File: src/aco_pkg.sv
// Shared types and constants for the Aho-Corasick occurrence counter.
`timescale 1ns / 1ps
package aco_pkg;

  localparam int MAX_NODES_DEF    = 4096;
  localparam int ALPHABET_DEF     = 26;
  localparam int MAX_PATTERNS_DEF = 1024;

  localparam int KIND_W = 3;
  localparam int SYM_W  = 5;
  localparam int IDX_W  = 10;
  localparam int WT_W   = 11;
  localparam int CNT_W  = 40;

  localparam logic [WT_W-1:0]  WEIGHT_MAX = '1;
  localparam logic [CNT_W-1:0] COUNT_MAX  = '1;

  typedef enum logic [KIND_W-1:0] {
    K_PSYM  = 3'd0,
    K_PEND  = 3'd1,
    K_BUILD = 3'd2,
    K_ACT   = 3'd3,
    K_TSYM  = 3'd4,
    K_TEND  = 3'd5,
    K_WCLR  = 3'd6
  } aco_kind_t;

  typedef struct packed {
    logic goto_we;
    logic fail_we;
    logic wt_we;
    logic q_we;
    logic pe_we;
  } aco_we_t;

endpackage

File: src/aco_in_if.sv
// Input channel interface: command kind, symbol and pattern index.
`timescale 1ns / 1ps
interface aco_in_if
  import aco_pkg::*;
();
  logic              valid;
  logic              ready;
  logic [KIND_W-1:0] kind;
  logic [SYM_W-1:0]  symbol;
  logic [IDX_W-1:0]  pattern_index;

  modport source (output valid, kind, symbol, pattern_index, input ready);
  modport sink   (input valid, kind, symbol, pattern_index, output ready);
endinterface

File: src/aco_out_if.sv
// Result channel interface: count, assigned index and full flag.
`timescale 1ns / 1ps
interface aco_out_if
  import aco_pkg::*;
();
  logic             valid;
  logic             ready;
  logic [CNT_W-1:0] count;
  logic [IDX_W-1:0] assigned_index;
  logic             full_res;

  modport source (output valid, count, assigned_index, full_res, input ready);
  modport sink   (input valid, count, assigned_index, full_res, output ready);
endinterface

File: src/aco_ctrl.sv
// Sequencer: trie insert, link build, activation, scan, weight clear and result register.
`timescale 1ns / 1ps
module aco_ctrl
  import aco_pkg::*;
#(
  parameter int MAX_NODES    = MAX_NODES_DEF,
  parameter int ALPHABET     = ALPHABET_DEF,
  parameter int MAX_PATTERNS = MAX_PATTERNS_DEF,
  parameter int NW           = $clog2(MAX_NODES),
  parameter int GW           = $clog2(MAX_NODES * ALPHABET),
  parameter int PW           = (MAX_PATTERNS > 1) ? $clog2(MAX_PATTERNS) : 1
) (
  input  logic            clk,
  input  logic            rst_n,
  aco_in_if.sink          in_if,
  aco_out_if.source       out_if,
  output aco_we_t         we,
  output logic [GW-1:0]   goto_raddr,
  output logic [GW-1:0]   goto_waddr,
  output logic [NW-1:0]   goto_wdata,
  input  logic [NW-1:0]   goto_rdata,
  output logic [NW-1:0]   fail_raddr,
  output logic [NW-1:0]   fail_waddr,
  output logic [NW-1:0]   fail_wdata,
  input  logic [NW-1:0]   fail_rdata,
  output logic [NW-1:0]   wt_raddr,
  output logic [NW-1:0]   wt_waddr,
  output logic [WT_W-1:0] wt_wdata,
  input  logic [WT_W-1:0] wt_rdata,
  output logic [NW-1:0]   q_raddr,
  output logic [NW-1:0]   q_waddr,
  output logic [NW-1:0]   q_wdata,
  input  logic [NW-1:0]   q_rdata,
  output logic [PW-1:0]   pe_raddr,
  output logic [PW-1:0]   pe_waddr,
  output logic [NW-1:0]   pe_wdata,
  input  logic [NW-1:0]   pe_rdata
);

  localparam int CW     = $clog2(ALPHABET);
  localparam int GDEPTH = MAX_NODES * ALPHABET;

  typedef enum logic [17:0] {
    S_CLR  = 18'h00001,
    S_IDLE = 18'h00002,
    S_INS  = 18'h00004,
    S_SCAN = 18'h00008,
    S_SACC = 18'h00010,
    S_ACT0 = 18'h00020,
    S_ACT1 = 18'h00040,
    S_WCLR = 18'h00080,
    S_EMIT = 18'h00100,
    S_RT0  = 18'h00200,
    S_RT1  = 18'h00400,
    S_QRD  = 18'h00800,
    S_QWT  = 18'h01000,
    S_FWT  = 18'h02000,
    S_BAL  = 18'h04000,
    S_BCH  = 18'h08000,
    S_BWB  = 18'h10000,
    S_SPR  = 18'h20000
  } aco_state_t;

  aco_state_t       state_r;
  logic [GW-1:0]    clr_r;
  logic [NW-1:0]    insert_node_r;
  logic [NW-1:0]    scan_node_r;
  logic [NW:0]      nodes_used_r;
  logic [PW:0]      patterns_used_r;
  logic [CNT_W-1:0] count_r;
  logic             built_r;
  logic             ovf_r;
  logic [NW:0]      head_r;
  logic [NW:0]      tail_r;
  logic [NW-1:0]    u_r;
  logic [NW-1:0]    fu_r;
  logic [CW-1:0]    col_r;
  logic [NW-1:0]    alt_r;
  logic [GW-1:0]    ga_r;
  logic [NW-1:0]    n_r;
  logic [CNT_W-1:0] res_count_r;
  logic [IDX_W-1:0] res_idx_r;
  logic             res_full_r;
  logic             out_valid_r;
  logic [CNT_W-1:0] out_count_r;
  logic [IDX_W-1:0] out_idx_r;
  logic             out_full_r;

  logic             accept;
  aco_kind_t        kind;
  logic [CW-1:0]    sym;
  logic             sym_ok;
  logic             pend_ok;
  logic             act_ok;
  logic             node_room;
  logic             q_room;
  logic [CNT_W:0]   sum;

  function automatic logic [GW-1:0] slot(input logic [NW-1:0] n, input logic [CW-1:0] c);
    return GW'(n) * GW'(ALPHABET) + GW'(c);
  endfunction

  assign kind      = aco_kind_t'(in_if.kind);
  assign sym       = CW'(in_if.symbol);
  assign sym_ok    = 32'(in_if.symbol) < ALPHABET;
  assign accept    = in_if.valid && in_if.ready;
  assign pend_ok   = !built_r && !ovf_r && (32'(patterns_used_r) < MAX_PATTERNS);
  assign act_ok    = (32'(in_if.pattern_index) < 32'(patterns_used_r)) &&
                     (32'(in_if.pattern_index) < MAX_PATTERNS);
  assign node_room = 32'(nodes_used_r) < MAX_NODES;
  assign q_room    = 32'(tail_r) < MAX_NODES;
  assign sum       = {1'b0, count_r} + (CNT_W + 1)'(wt_rdata);

  assign in_if.ready           = (state_r == S_IDLE);
  assign out_if.valid          = out_valid_r;
  assign out_if.count          = out_count_r;
  assign out_if.assigned_index = out_idx_r;
  assign out_if.full_res       = out_full_r;

  always_comb begin
    we         = '0;
    goto_raddr = '0;
    goto_waddr = '0;
    goto_wdata = '0;
    fail_raddr = '0;
    fail_waddr = '0;
    fail_wdata = '0;
    wt_raddr   = '0;
    wt_waddr   = '0;
    wt_wdata   = '0;
    q_raddr    = '0;
    q_waddr    = '0;
    q_wdata    = '0;
    pe_raddr   = PW'(in_if.pattern_index);
    pe_waddr   = patterns_used_r[PW-1:0];
    pe_wdata   = insert_node_r;
    unique case (state_r)
      S_CLR: begin
        we.goto_we = 1'b1;
        goto_waddr = clr_r;
        if (32'(clr_r) < MAX_NODES) begin
          we.fail_we = 1'b1;
          we.wt_we   = 1'b1;
          fail_waddr = clr_r[NW-1:0];
          wt_waddr   = clr_r[NW-1:0];
        end
      end
      S_IDLE: begin
        goto_raddr = (kind == K_TSYM) ? slot(scan_node_r, sym) : slot(insert_node_r, sym);
        we.pe_we   = accept && (kind == K_PEND) && pend_ok;
      end
      S_INS: begin
        if (goto_rdata == '0 && node_room) begin
          we.goto_we = 1'b1;
          goto_waddr = ga_r;
          goto_wdata = nodes_used_r[NW-1:0];
        end
      end
      S_SCAN: begin
        wt_raddr   = goto_rdata;
        fail_raddr = goto_rdata;
      end
      S_SACC: begin
        wt_raddr   = fail_rdata;
        fail_raddr = fail_rdata;
      end
      S_ACT0: wt_raddr = pe_rdata;
      S_ACT1: begin
        if (wt_rdata != WEIGHT_MAX) begin
          we.wt_we = 1'b1;
          wt_waddr = n_r;
          wt_wdata = wt_rdata + WT_W'(1);
        end
      end
      S_WCLR: begin
        we.wt_we = 1'b1;
        wt_waddr = clr_r[NW-1:0];
      end
      S_RT0: goto_raddr = GW'(col_r);
      S_RT1: begin
        if (goto_rdata != '0 && q_room) begin
          we.q_we = 1'b1;
          q_waddr = tail_r[NW-1:0];
          q_wdata = goto_rdata;
        end
      end
      S_QRD: q_raddr = head_r[NW-1:0];
      S_QWT: fail_raddr = q_rdata;
      S_BAL: goto_raddr = slot(fu_r, col_r);
      S_BCH: goto_raddr = slot(u_r, col_r);
      S_BWB: begin
        if (goto_rdata != '0) begin
          we.fail_we = 1'b1;
          fail_waddr = goto_rdata;
          fail_wdata = alt_r;
          if (q_room) begin
            we.q_we = 1'b1;
            q_waddr = tail_r[NW-1:0];
            q_wdata = goto_rdata;
          end
        end else begin
          we.goto_we = 1'b1;
          goto_waddr = ga_r;
          goto_wdata = alt_r;
        end
      end
      S_FWT, S_EMIT, S_SPR: ;
      default: ;
    endcase
  end

  always_ff @(posedge clk) begin
    if (!rst_n) begin
      state_r         <= S_CLR;
      clr_r           <= '0;
      insert_node_r   <= '0;
      scan_node_r     <= '0;
      nodes_used_r    <= (NW + 1)'(1);
      patterns_used_r <= '0;
      count_r         <= '0;
      built_r         <= 1'b0;
      ovf_r           <= 1'b0;
      head_r          <= '0;
      tail_r          <= '0;
      out_valid_r     <= 1'b0;
    end else begin
      if (out_if.valid && out_if.ready && state_r != S_EMIT) begin
        out_valid_r <= 1'b0;
      end
      unique case (state_r)
        S_CLR: begin
          clr_r <= clr_r + GW'(1);
          if (32'(clr_r) == GDEPTH - 1) begin
            clr_r   <= '0;
            state_r <= S_IDLE;
          end
        end
        S_IDLE: begin
          if (in_if.valid) begin
            case (kind)
              K_PSYM: begin
                if (!built_r && sym_ok && !ovf_r) begin
                  ga_r    <= slot(insert_node_r, sym);
                  state_r <= S_INS;
                end
              end
              K_PEND: begin
                res_count_r <= '0;
                if (pend_ok) begin
                  res_idx_r       <= IDX_W'(patterns_used_r);
                  res_full_r      <= 1'b0;
                  patterns_used_r <= patterns_used_r + (PW + 1)'(1);
                end else begin
                  res_idx_r  <= '0;
                  res_full_r <= 1'b1;
                end
                insert_node_r <= '0;
                ovf_r         <= 1'b0;
                state_r       <= S_EMIT;
              end
              K_BUILD: begin
                if (!built_r) begin
                  col_r   <= '0;
                  head_r  <= '0;
                  tail_r  <= '0;
                  state_r <= S_RT0;
                end
              end
              K_ACT: begin
                if (act_ok) begin
                  state_r <= S_ACT0;
                end
              end
              K_TSYM: begin
                if (sym_ok) begin
                  state_r <= S_SCAN;
                end
              end
              K_TEND: begin
                res_count_r <= count_r;
                res_idx_r   <= '0;
                res_full_r  <= 1'b0;
                count_r     <= '0;
                scan_node_r <= '0;
                state_r     <= S_EMIT;
              end
              K_WCLR: begin
                clr_r   <= '0;
                state_r <= S_WCLR;
              end
              default: ;
            endcase
          end
        end
        S_INS: begin
          if (goto_rdata != '0) begin
            insert_node_r <= goto_rdata;
          end else if (node_room) begin
            insert_node_r <= nodes_used_r[NW-1:0];
            nodes_used_r  <= nodes_used_r + (NW + 1)'(1);
          end else begin
            ovf_r <= 1'b1;
          end
          state_r <= S_IDLE;
        end
        S_SCAN: begin
          scan_node_r <= goto_rdata;
          state_r     <= (goto_rdata != '0) ? S_SACC : S_IDLE;
        end
        S_SACC: begin
          count_r <= sum[CNT_W] ? COUNT_MAX : sum[CNT_W-1:0];
          if (fail_rdata == '0) begin
            state_r <= S_IDLE;
          end
        end
        S_ACT0: begin
          n_r     <= pe_rdata;
          state_r <= S_ACT1;
        end
        S_ACT1: state_r <= S_IDLE;
        S_WCLR: begin
          clr_r <= clr_r + GW'(1);
          if (32'(clr_r) == MAX_NODES - 1) begin
            clr_r   <= '0;
            state_r <= S_IDLE;
          end
        end
        S_EMIT: begin
          if (!out_valid_r || out_if.ready) begin
            out_valid_r <= 1'b1;
            out_count_r <= res_count_r;
            out_idx_r   <= res_idx_r;
            out_full_r  <= res_full_r;
            state_r     <= S_IDLE;
          end
        end
        S_RT0: state_r <= S_RT1;
        S_RT1: begin
          if (goto_rdata != '0 && q_room) begin
            tail_r <= tail_r + (NW + 1)'(1);
          end
          if (32'(col_r) == ALPHABET - 1) begin
            state_r <= S_QRD;
          end else begin
            col_r   <= col_r + CW'(1);
            state_r <= S_RT0;
          end
        end
        S_QRD: begin
          if (head_r == tail_r) begin
            built_r <= 1'b1;
            state_r <= S_IDLE;
          end else begin
            head_r  <= head_r + (NW + 1)'(1);
            state_r <= S_QWT;
          end
        end
        S_QWT: begin
          u_r     <= q_rdata;
          state_r <= S_FWT;
        end
        S_FWT: begin
          fu_r    <= fail_rdata;
          col_r   <= '0;
          state_r <= S_BAL;
        end
        S_BAL: state_r <= S_BCH;
        S_BCH: begin
          alt_r   <= goto_rdata;
          ga_r    <= slot(u_r, col_r);
          state_r <= S_BWB;
        end
        S_BWB: begin
          if (goto_rdata != '0 && q_room) begin
            tail_r <= tail_r + (NW + 1)'(1);
          end
          if (32'(col_r) == ALPHABET - 1) begin
            state_r <= S_QRD;
          end else begin
            col_r   <= col_r + CW'(1);
            state_r <= S_BAL;
          end
        end
        S_SPR: state_r <= S_IDLE;
        default: state_r <= S_IDLE;
      endcase
    end
  end

`ifndef ASSERT_OFF
  a_head_le_tail: assert property (@(posedge clk) disable iff (!rst_n)
    head_r <= tail_r)
    else $error("queue head passed tail");

  a_nodes_range: assert property (@(posedge clk) disable iff (!rst_n)
    nodes_used_r != '0 && 32'(nodes_used_r) <= MAX_NODES)
    else $error("node count out of range");

  a_built_sticky: assert property (@(posedge clk) disable iff (!rst_n)
    !$fell(built_r))
    else $error("links built flag dropped");

  a_result_emit: assert property (@(posedge clk) disable iff (!rst_n)
    accept && (kind == K_PEND || kind == K_TEND) |=> state_r == S_EMIT)
    else $error("result transaction not staged");
`endif

endmodule

File: src/flat_wrapper.sv
// flat-port wrapper written by rule: the top's interface ports become plain ports
module aco_ctrl_flat import aco_pkg::*;
#(
  parameter int MAX_NODES    = MAX_NODES_DEF,
  parameter int ALPHABET     = ALPHABET_DEF,
  parameter int MAX_PATTERNS = MAX_PATTERNS_DEF,
  parameter int NW           = $clog2(MAX_NODES),
  parameter int GW           = $clog2(MAX_NODES * ALPHABET),
  parameter int PW           = (MAX_PATTERNS > 1) ? $clog2(MAX_PATTERNS) : 1
)
  (clk, rst_n, we, goto_raddr, goto_waddr, goto_wdata, goto_rdata, fail_raddr, fail_waddr, fail_wdata, fail_rdata, wt_raddr, wt_waddr, wt_wdata, wt_rdata, q_raddr, q_waddr, q_wdata, q_rdata, pe_raddr, pe_waddr, pe_wdata, pe_rdata, in_if_valid, in_if_kind, in_if_symbol, in_if_pattern_index, in_if_ready, out_if_valid, out_if_count, out_if_assigned_index, out_if_full_res, out_if_ready);
  aco_in_if in_if_i ();
  aco_out_if out_if_i ();
  input  logic clk;
  input  logic rst_n;
  output aco_we_t we;
  output logic [GW-1:0] goto_raddr;
  output logic [GW-1:0] goto_waddr;
  output logic [NW-1:0] goto_wdata;
  input  logic [NW-1:0] goto_rdata;
  output logic [NW-1:0] fail_raddr;
  output logic [NW-1:0] fail_waddr;
  output logic [NW-1:0] fail_wdata;
  input  logic [NW-1:0] fail_rdata;
  output logic [NW-1:0] wt_raddr;
  output logic [NW-1:0] wt_waddr;
  output logic [WT_W-1:0] wt_wdata;
  input  logic [WT_W-1:0] wt_rdata;
  output logic [NW-1:0] q_raddr;
  output logic [NW-1:0] q_waddr;
  output logic [NW-1:0] q_wdata;
  input  logic [NW-1:0] q_rdata;
  output logic [PW-1:0] pe_raddr;
  output logic [PW-1:0] pe_waddr;
  output logic [NW-1:0] pe_wdata;
  input  logic [NW-1:0] pe_rdata;
  input wire logic [$bits(in_if_i.valid)-1:0] in_if_valid;
  input wire logic [$bits(in_if_i.kind)-1:0] in_if_kind;
  input wire logic [$bits(in_if_i.symbol)-1:0] in_if_symbol;
  input wire logic [$bits(in_if_i.pattern_index)-1:0] in_if_pattern_index;
  output wire logic [$bits(in_if_i.ready)-1:0] in_if_ready;
  output wire logic [$bits(out_if_i.valid)-1:0] out_if_valid;
  output wire logic [$bits(out_if_i.count)-1:0] out_if_count;
  output wire logic [$bits(out_if_i.assigned_index)-1:0] out_if_assigned_index;
  output wire logic [$bits(out_if_i.full_res)-1:0] out_if_full_res;
  input wire logic [$bits(out_if_i.ready)-1:0] out_if_ready;
  assign in_if_i.valid = in_if_valid;
  assign in_if_i.kind = in_if_kind;
  assign in_if_i.symbol = in_if_symbol;
  assign in_if_i.pattern_index = in_if_pattern_index;
  assign in_if_ready = in_if_i.ready;
  assign out_if_valid = out_if_i.valid;
  assign out_if_count = out_if_i.count;
  assign out_if_assigned_index = out_if_i.assigned_index;
  assign out_if_full_res = out_if_i.full_res;
  assign out_if_i.ready = out_if_ready;
  aco_ctrl #(.MAX_NODES(MAX_NODES), .ALPHABET(ALPHABET), .MAX_PATTERNS(MAX_PATTERNS), .NW(NW), .GW(GW), .PW(PW)) u_core (.clk(clk), .rst_n(rst_n), .in_if(in_if_i), .out_if(out_if_i), .we(we), .goto_raddr(goto_raddr), .goto_waddr(goto_waddr), .goto_wdata(goto_wdata), .goto_rdata(goto_rdata), .fail_raddr(fail_raddr), .fail_waddr(fail_waddr), .fail_wdata(fail_wdata), .fail_rdata(fail_rdata), .wt_raddr(wt_raddr), .wt_waddr(wt_waddr), .wt_wdata(wt_wdata), .wt_rdata(wt_rdata), .q_raddr(q_raddr), .q_waddr(q_waddr), .q_wdata(q_wdata), .q_rdata(q_rdata), .pe_raddr(pe_raddr), .pe_waddr(pe_waddr), .pe_wdata(pe_wdata), .pe_rdata(pe_rdata));
endmodule
File: config.mk
export PLATFORM = sky130hd
export DESIGN_NAME = aco_ctrl_flat
export DESIGN_NICKNAME = d
export VERILOG_FILES = /design/src/aco_pkg.sv /design/src/aco_in_if.sv /design/src/aco_out_if.sv /design/src/aco_ctrl.sv /design/src/flat_wrapper.sv
export SDC_FILE = /design/constraint.sdc
export NUM_CORES = 1
export LEC_CHECK = 0
export BUFFER_PORTS_ARGS = -buffer_cell sky130_fd_sc_hd__buf_2
export CORE_ASPECT_RATIO = 1.2
export CORE_UTILIZATION = 25
export DETAILED_ROUTE_END_ITERATION = 16
export GPL_ROUTABILITY_DRIVEN = 0
export SLEW_MARGIN = 20
export SYNTH_ARGS = -nofsm -noshare
export SYNTH_HDL_FRONTEND = slang
export SYNTH_SLANG_ARGS = --single-unit
File: constraint.sdc
create_clock -name clk -period 6.85 [get_ports clk]
set_input_delay 0 -clock clk [delete_from_list [all_inputs] [get_ports clk]]
set_output_delay 0 -clock clk [all_outputs]
set_load 0.005 [all_outputs]
Word-level counts from Yosys, hierarchy flattened --
Cells that the tools add are included. Widths: inputs -> output; s select.
Cells by class: multipliers 4, muxes and demuxes 102, add/subtract/negate cells 12, equality and inequality tests 52, reduce and logical (&&, ||, !) cells 49, $lt $le $gt $ge 6, bitwise logic cells 1
Operators by type and width (number):
- $pmux 18 s15 | 1
- $mux 12 | 21
- $mux 17 | 10
- $mux 18 | 9
- $pmux 40 s2 | 2
- $pmux 12 s2 | 6
- $mux 40 | 3
- $pmux 12 s3 | 3
- $pmux 18 s6 | 1
- $pmux 17 s3 | 2
- $mux 13 | 6
- $add 17x5->17 | 4
- $pmux 17 s4 | 1
- $mul 12x4->16 const B | 4
- $pmux 13 s2 | 2
- $add 40x11->41 | 1
- $add 13x1->13 const B | 3
- $pmux 17 s2 | 1
- $lt 13x13->1 const B | 2
- $mux 5 | 5
- $logic_not 12->1 | 2
- $ne 2x2->1 const B | 12
- $add 11x1->11 const B | 2
- $mux 11 | 2
- other kinds (59) | 121
Storage, ports and cells: logic and storage cells 250, output and inout bits 243, register bits after elaboration 324

Depth between registers and ports, before layout --
Gate-level depths: netlist (run 1).
depth after elaboration 7, mapped depth 15, gate-level depth less buffers 14

Worst setup path after synthesis (run 1) --
No wires, ideal clock.
path kind flip-flop to flip-flop, start register u_core.state_r[9], end register u_core.res_count_r[0], enable pin, required time 6.390 ns, arrival 3.836 ns, library setup time 0.460 ns, setup slack 2.555 ns, period minus slack after synthesis 4.295 ns, stages on the path, launching flop included 11, path through dfxtp_1 > clkbuf_1 > nor2_1 > and2_1 > buf_2 > nand3_2 > inv_2 > clkbuf_1 > buf_2 > nand3_1 > nor2_1
Between the ends: longest elaborated chain between the ends 2
Ends and longest elaborated chain:
- from (decl) | RTL line aco_ctrl.sv:64 | aco_state_t state_r;
- from (signal assigned) | RTL line aco_ctrl.sv:308 | state_r <= (goto_rdata != '0) ? S_SACC : S_IDLE;
- $eq 18x2->1
- named net in_if_ready | RTL line flat_wrapper.sv:41 | output wire logic [$bits(in_if_i.ready)-1:0] in_if_ready;
- $reduce_and 4->1 (no line)
- to (signal assigned) | RTL line aco_ctrl.sv:280 | res_count_r <= count_r;
- to (decl) | RTL line aco_ctrl.sv:81 | logic [CNT_W-1:0] res_count_r;
The timed path passes the listed nets, and every way through them passes these cells. A chain may end at the register's enable or synchronous reset.

Worst setup path in the final report (run 1) --
start register u_core.fu_r[1], end output goto_raddr[16]
Between the ends: longest elaborated chain between the ends 3
Ends and longest elaborated chain:
- from (decl) | RTL line aco_ctrl.sv:76 | logic [NW-1:0] fu_r;
- from (signal assigned) | RTL line aco_ctrl.sv:363 | fu_r <= fail_rdata;
- $mul 12x4->16 | RTL line aco_ctrl.sv:100 | return GW'(n) * GW'(ALPHABET) + GW'(c);
- $add 17x5->17 | RTL line aco_ctrl.sv:100
- $pmux 17 s4 | RTL line aco_ctrl.sv:137 | unique case (state_r)
- to (decl) | RTL line flat_wrapper.sv:17 | output logic [GW-1:0] goto_raddr;
No other way between the ends.

==> results of run 1 <==
## worst max-delay path by stage
stage / startpoint / end / slack, ns
final: u_core.fu_r[1] / goto_raddr[16] / 2.25
after global routing: u_core.u_r[1] / goto_raddr[16] / 1.85
after CTS: u_core.u_r[1] / goto_raddr[16] / 2.22
after detailed placement: u_core.u_r[1] / goto_raddr[16] / 2.87
after global placement: u_core.u_r[1] / goto_raddr[16] / 2.88
after floorplan: u_core.state_r[9] / u_core.res_count_r[0] / 2.55
## critical path, cell delays in order (launching register included)
cell and delay [ns]:
edfxtp_1 0.47, ha_1 0.36, fa_1 0.55, inv_1 0.07, fa_1 0.45, nor2b_1 0.19, o31a_1 0.17, xor2_1 0.26
nand4_1 0.18, nor3_1 0.27, and4_1 0.29, nand4_1 0.11, a32oi_1 0.24, o221ai_1 0.23, buf_2 0.20
## Yosys cell counts (6+ instances only)
master and instances:
nor2_1 215, inv_1 200, nand2_1 195, edfxtp_1 172, ha_1 156, dfxtp_1 151
a21oi_1 121, xnor2_1 90, and2_1 78, xor2_1 77, o21ai_0 72, and3_1 70
clkbuf_1 64, nand3_1 60, a22o_1 56, fa_1 41, nor3_1 41, a21o_1 35
a22oi_1 28, nand4_1 26, mux2i_1 25, or3_1 24, o211ai_1 21, buf_4 20
nor4_1 20, nand2b_1 19, nor2b_1 18, a311oi_1 15, a211oi_1 14, buf_2 14
a31oi_1 13, nor3b_1 12, o21a_1 11, o221ai_1 11, nand3b_1 9, nand4b_1 7
o2111ai_1 6, o31ai_1 6, or2_2 6
## layer usage
layer / vias to the layer above / track usage, %
met2: 627 / 30.6
met5: - / 0
met3: 142 / 3.00
met4: 4 / 6.23
met1: 8826 / 20.0
li1: 8926 / -
## final cells by class
class	count	area, um^2	share of cell area [%]
multi-input combinational	1687	12000	45.8
sequential	323	8190	31.2
timing repair buffer	404	2370	9.04
tap	1130	1410	5.38
clock buffer	46	1080	4.10
inverter	201	754	2.87
clock inverter	29	408	1.55
antenna	5	12.5	0.0476
## sequential cells by signal (all words and copies together), names as in the netlist
name and cells:
u_core.out_if.valid 1, u_core.state_r 17, u_core.ga_r 17, u_core.tail_r 13, u_core.out_if.count 40, u_core.built_r 1
u_core.fu_r 12, u_core.res_full_r 1, u_core.out_if.assigned_index 10, u_core.res_count_r 40, u_core.pe_wdata 12, u_core.u_r 12
u_core.res_idx_r 10, u_core.clr_r 17, u_core.count_r 40, u_core.n_r 12, u_core.head_r 13, u_core.nodes_used_r 13
u_core.ovf_r 1, u_core.col_r 5, u_core.alt_r 12, u_core.patterns_used_r 11, u_core.scan_node_r 12, u_core.out_if.full_res 1
## metrics by stage
| stage | instances | util (%) |
|---|---|---|
| finish | 3825 | 31.0 |
| global route | 3820 | 31.0 |
| CTS | 3819 | 30.9 |
| detailed placement | 3686 | 28.5 |
| global placement | 3686 | 28.5 |
| floorplan | 2312 | - |
## cells in the final DEF (no fill, tap or decap), types with 40 or more instances in the layout
cell / synthesis / routed
o21ai_0: 72 / 72
nand2_1: 195 / 195
xor2_1: 77 / 77
a22o_1: 56 / 56
a21oi_1: 121 / 121
dlygate4sd3_1: 0 / 58
inv_1: 200 / 199
dfxtp_1: 151 / 151
xnor2_1: 90 / 90
fa_1: 41 / 41
edfxtp_1: 172 / 172
nand3_1: 60 / 60
and2_1: 78 / 78
ha_1: 156 / 156
nor2_1: 215 / 213
clkbuf_16: 0 / 42
buf_2: 14 / 323
nor3_1: 41 / 40
and3_1: 70 / 70
## where the power goes
part           switching [W]  internal [W]
clock network       0.000949       0.00146
logic               0.000244      0.000122
registers          0.0000196       0.00203
## cells by family (layout without fill, tap and decap cells)
kind of cell	count (synthesis)	count (layout)	synth area share [%]
AND/OR/NAND/NOR	836	836	20.2
AO/OA/AOI/OAI	461	461	14.8
flip-flops	323	323	38.3
buffers and inverters	302	680	5.73
adder cells (fa/ha/maj)	197	197	13.0
XOR/XNOR	167	167	6.83
multiplexers	26	26	1.22
other	0	5	0
## timing repair
action                                 in CTS  in global routing
setup buffers                               0                  0
hold buffers                               58                  0
endpoints found under the hold margin      66                  0
==> reports/results.tsv, run 1 <==
metric	value	unit
min-delay-start	in_if_symbol[2]	
finalCritPeriodShare	67.2	%
die_area	86800	um^2
holdWs	0.0741	ns
cts_inserted_buffers	41	
rsz0062_at_grt	no	
fp-row-count	117	
reg2regPathDepth	13	
required	6.85	ns
cts_tree	yes	
r2r_start	u_core.u_r[1]	
drt-met1-wl	30300	um
slew_violations	0	
synth_area_leader_cell	edfxtp_1	
hold_end	u_core.ga_r[2]	
dpl_cell_area	24200	um^2
first_global_vias	17700	
relSlewSlack	26.1	%
timing.fmax	0.217	GHz
vdd_ir_drop_max	144	uV
pre_cts_ws	2.87	ns
core_area	84800	um^2
area_growth	22.7	%
hold_depth	4	
final_area	26300	um^2
ant_nets	0	
grt_antenna_before_repair	6	
first_pass_iters	8	
ys_seq_area_share	38.3	%
dr.first_iter.drc_count	1382	
leakage	11.4	nW
clk_path_buf_depth	3	
cts_sinks	323	
synth_edf_count	172	
avgSynthCellArea	9.26	um^2
die_height	323	um
crit_type	reg -> out	
finalClockSkew	0.0230	ns
clk_pin_slew_worst_paths	0.06	ns
grt_pass1_wl	111000	um
viasPerCell	4.84	
synth_top_area_share	24.1	%
hold_class	in -> reg	
synth_warnings	0	
ios	324	
fin_setup_tns	0	ns
place_hpwl	58700	um
wl	75200	um
finalCriticalPeriod	4.60	ns
top_layer	met5	
wl_per_cell	19.7	um
synthTopCellsByArea	edfxtp_1 (24%), dfxtp_1 (14%), ha_1 (9.1%)	
total_power	0.00483	W
status	completed	
fill_cells	8796	
cp_max_fo	4	
power.density	184	nW/um^2
ys_types	92	
setup_viol	0	
cap_violations	0	
synthFlopType	edfxtp_1	
clk_latency	0.56	ns
layout-drive-gt1-share	17.5	%
cp-start-kind	flip-flop	
timing.final.ws_setup	2.25	ns
critical_path_arrival	4.60	ns
worst_pin_slew	1.11	ns
nets	2936	
grt_max_degree	52	
ys_ff_latch	323	
postSynthCellCount	2312	
fp.dieW	269	um
root_buffer	clkbuf_16	
start_util	25.3	%
grt-ovfl-total	0	
grtUsageTotal	17.0	%
via_count	18500	
final_hold_viol_count	0	
async_reset_ff_share	0	%
numPortBuffers	323	
htreeDepth	2	
r2r_slack	2.93	ns
crit-reg2reg-capture	u_core.ga_r[15]	
cts_resized	0	
synthesis.area	21400	um^2
wl_met3	4490	um
synth_nets	2590	
remaining_drc_errors	0	
wl_met2	37600	um
end_kind	output port	
No activity file was read; power rests on OpenSTA's default activity.
==> run 2, diff against run 1 <==
- ABC_AREA: default -> 1
- clock period: 6.85 -> 4.1 ns (I/O delays scaled with it)
==> run 2 against run 1 <==
Net effect: the flow now finishes with violations (design-rule violations); via count rose by 28%; routed wire length rose by 20%; cell count up 31%; global-route usage grew 0.98 points; clock power increased by 44%; first-iteration DRC count is 37% higher; critical path depth is 4 higher; combinational power rose to 6.2 times the previous value; sequential power up 75%; die area is 12% higher; worst setup slack worse by 2.1 ns; total power rose by 94%.
==> reports/results.tsv, run 2 <==
metric	value	unit	change
required	4.10	ns	was 6.85 ns
timing.fmax	0.256	GHz	
crit_type	reg -> out		unchanged
grt_antenna_before_repair	11		was 6
avgSynthCellArea	7.14	um^2	was 9.26 um^2
grt-ovfl-total	0		unchanged
synth_area_leader_cell	edfxtp_1		unchanged
dr.first_iter.drc_count	1892		was 1382
viasPerCell	4.72		was 4.84
clk_path_buf_depth	3		unchanged
synthesis.area	24000	um^2	was 21400 um^2
synthFlopType	edfxtp_1		unchanged
grt_max_degree	52		unchanged
htreeDepth	2		unchanged
max_stage_delay	0.49	ns	was 0.55 ns
status	complete, but fails checks		was completed
remaining_drc_errors	2		was 0
async_reset_ff_share	0	%	unchanged
dpl_cell_area	27000	um^2	was 24200 um^2
holdWs	0.0826	ns	was 0.0741 ns
wl_met3	6300	um	was 4490 um
nets	4005		was 2936
cpMostUsedCell	nand2_1		
cts_tree	yes		unchanged
finalCriticalPeriod	3.91	ns	
slew_violations	0		unchanged
setup_viol	0		unchanged
relSlewSlack	26.2	%	was 26.1%
cts_inserted_buffers	39		was 41
drt-met1-wl	37100	um	was 30300 um
finalCritPeriodShare	95.3	%	
cts_sinks	323		unchanged
layout-drive-gt1-share	14.5	%	was 17.5%
via_count	23700		was 18500
fp.dieW	285	um	was 269 um
grt_pass1_wl	134000	um	was 111000 um
core_area	95100	um^2	was 84800 um^2
crit_chain	ha_1, inv_1, fa_1, inv_1, ha_1, nand2_1, nor2_1, nand3_1, nand4_1, nand2_1, nor2_1, nand3_1, nand2_1, nand3_1, nand2_1, inv_1, nand2_1, buf_2		was ha_1, fa_1, inv_1, fa_1, nor2b_1, o31a_1, xor2_1, nand4_1, nor3_1, and4_1, nand4_1, a32oi_1, o221ai_1, buf_2
ys_seq_area_share	34.2	%	was 38.3%
leakage	13.4	nW	was 11.4 nW
layout_common_cells	nand2_1 (746), inv_1 (611), nor2_1 (377)		was buf_2 (323), nor2_1 (213), inv_1 (199)
fp-row-count	124		was 117
end_kind	output port		unchanged
ios	324		unchanged
clk_latency	0.58	ns	was 0.56 ns
violations	design-rule violations		
crit_path_top_delay_cell	fa_1		unchanged
grtUsageTotal	18.0	%	was 17.0%
cap_violations	0		unchanged
die_height	341	um	was 323 um
ys_ff_latch	323		unchanged
rsz0062_at_grt	yes		was no
synth_edf_count	172		unchanged
numPortBuffers	323		unchanged
wl_per_cell	17.9	um	was 19.7 um
area_growth	21.0	%	was 22.7%
synth_top_area_share	21.5	%	was 24.1%
postSynthCellCount	3357		was 2312
first_pass_iters	14		was 8
ff_latch_area	8190	um^2	about the same
start_util	25.2	%	was 25.3%
cp_max_fo	6		was 4
place_hpwl	72600	um	was 58700 um
utilization	30.5	%	was 31.0%
synth_warnings	0		unchanged
final_area	29000	um^2	was 26300 um^2
clk_pin_slew_worst_paths	0.06	ns	about the same
wl_met2	43400	um	was 37600 um
final_common_cell	nand2_1		was buf_2
multiInputGateArea	13100	um^2	was 12000 um^2
fill_cells	10300		was 8796
worst_pin_slew	1.10	ns	was 1.11 ns
synth_nets	3635		was 2590
critical_path_arrival	3.91	ns	was 4.60 ns
vdd_ir_drop_max	266	uV	was 144 uV
ys_types	62		was 92
synthTopCellsByArea	edfxtp_1 (22%), dfxtp_1 (13%), nand2_1 (12%)		was edfxtp_1 (24%), dfxtp_1 (14%), ha_1 (9.1%)
wl	89800	um	was 75200 um
first_global_vias	22500		was 17700
top_layer	met5		unchanged
power.density	322	nW/um^2	was 184 nW/um^2
root_buffer	clkbuf_16		unchanged
ant_nets	0		unchanged
die_area	97100	um^2	was 86800 um^2
yosysMostFrequentCell	nand2_1		was nor2_1
finalClockSkew	0.0213	ns	was 0.0230 ns
synthTopCellsByCount	nand2_1 (753), inv_1 (611), nor2_1 (390)		was nor2_1 (215), inv_1 (200), nand2_1 (195)
cp-start-kind	flip-flop		unchanged
hold_class	in -> reg		unchanged
final_hold_viol_count	0		unchanged
==> run 2: changes by cell type in the layout (fill, tap and decap cells not counted), sizes merged, moves of 53 or more <==
cell / previous run / this run
and3: 70 / 3
nor2: 217 / 408
a21oi: 122 / 192
nand2: 196 / 763
and2: 80 / 2
nand3: 62 / 274
inv: 208 / 623
xnor2: 90 / 19
a22o: 56 / 0
o21ai: 77 / 130
==> run 2: metrics by stage <==
| step | power [W] | std cells | TNS, ns | setup WS (ns) |
|---|---|---|---|---|
| 6_report | 0.00934 | 5020 | 0 | 0.194 |
| 5_1_grt | 0.00974 | 5020 | -0.0340 | -0.0340 |
| 4_1_cts | 0.00941 | 5012 | 0 | 0.00119 |
| 3_5_place_dp | 0.00586 | 4880 | 0 | 0.545 |
| 3_3_place_gp | 0.00585 | 4880 | 0 | 0.597 |
| 2_1_floorplan | 0.00506 | 3357 | 0 | 0.171 |
==> run 2: what timing repair did <==
action,in CTS,in global routing
gates cloned,0,0
resized for setup,2,37
setup endpoints to repair,2,7
setup buffers,0,6
hold buffers,60,0
hold endpoints to repair,71,0
pin swaps,0,3
==> run 2: metal layers <==
metal	vias up	track usage [%]
met3	140	3.05
met4	10	6.42
li1	11600	-
met1	11000	22.2
met5	-	0
met2	846	31.2
==> run 2: kinds of logic (layout without fill, tap and decap cells) <==
| kind of cell | after synthesis | after routing | synth area share (%) |
|---|---|---|---|
| other cells | 0 | 2 | 0 |
| xor+xnor | 62 | 62 | 2.27 |
| fa+ha+maj | 197 | 197 | 11.6 |
| compound gates | 414 | 414 | 10.1 |
| flops | 323 | 323 | 34.2 |
| simple gates | 1649 | 1649 | 30.2 |
| buf+inv | 712 | 1113 | 11.7 |
==> run 2: final timing paths <==
kind	start	end	slack, ns	cells after the start
worst max-delay path	u_core.fu_r[6]	goto_raddr[16]	0.19	18
worst max register to register	u_core.u_r[1]	u_core.ga_r[13]	0.81	16
worst min-delay path	wt_rdata[10]	u_core.count_r[10]	0.08	6
worst min register to register	u_core.res_count_r[35]	u_core.out_if.count[35]	0.42	0
==> run 2: area by class of cell <==
class | instances | share of cell area [%]
Clock inverter | 19 | 0.535
Tap cell | 1260 | 5.44
Multi-Input combinational cell | 2322 | 45.3
Antenna cell | 2 | 0.0173
Inverter | 622 | 8.07
Timing Repair Buffer | 419 | 8.62
Clock buffer | 53 | 3.76
Sequential cell | 323 | 28.2
==> run 2: where the power goes <==
part | internal (W) | leakage [nW] | switching [W] | total, W
sequential | 0.00351 | 2.85 | 0.0000748 | 0.00358
combinational | 0.000602 | 9.93 | 0.00168 | 0.00229
clock | 0.00195 | 0.606 | 0.00152 | 0.00347
total | 0.00606 | 13.4 | 0.00328 | 0.00934
==> run 2: worst max-delay path, delay by kind of cell (launching register included) <==
kind          cells  cell delay, ns
simple gates     11            1.47
fa+ha+maj         3            1.19
flops             1            0.42
buf+inv           4            0.25
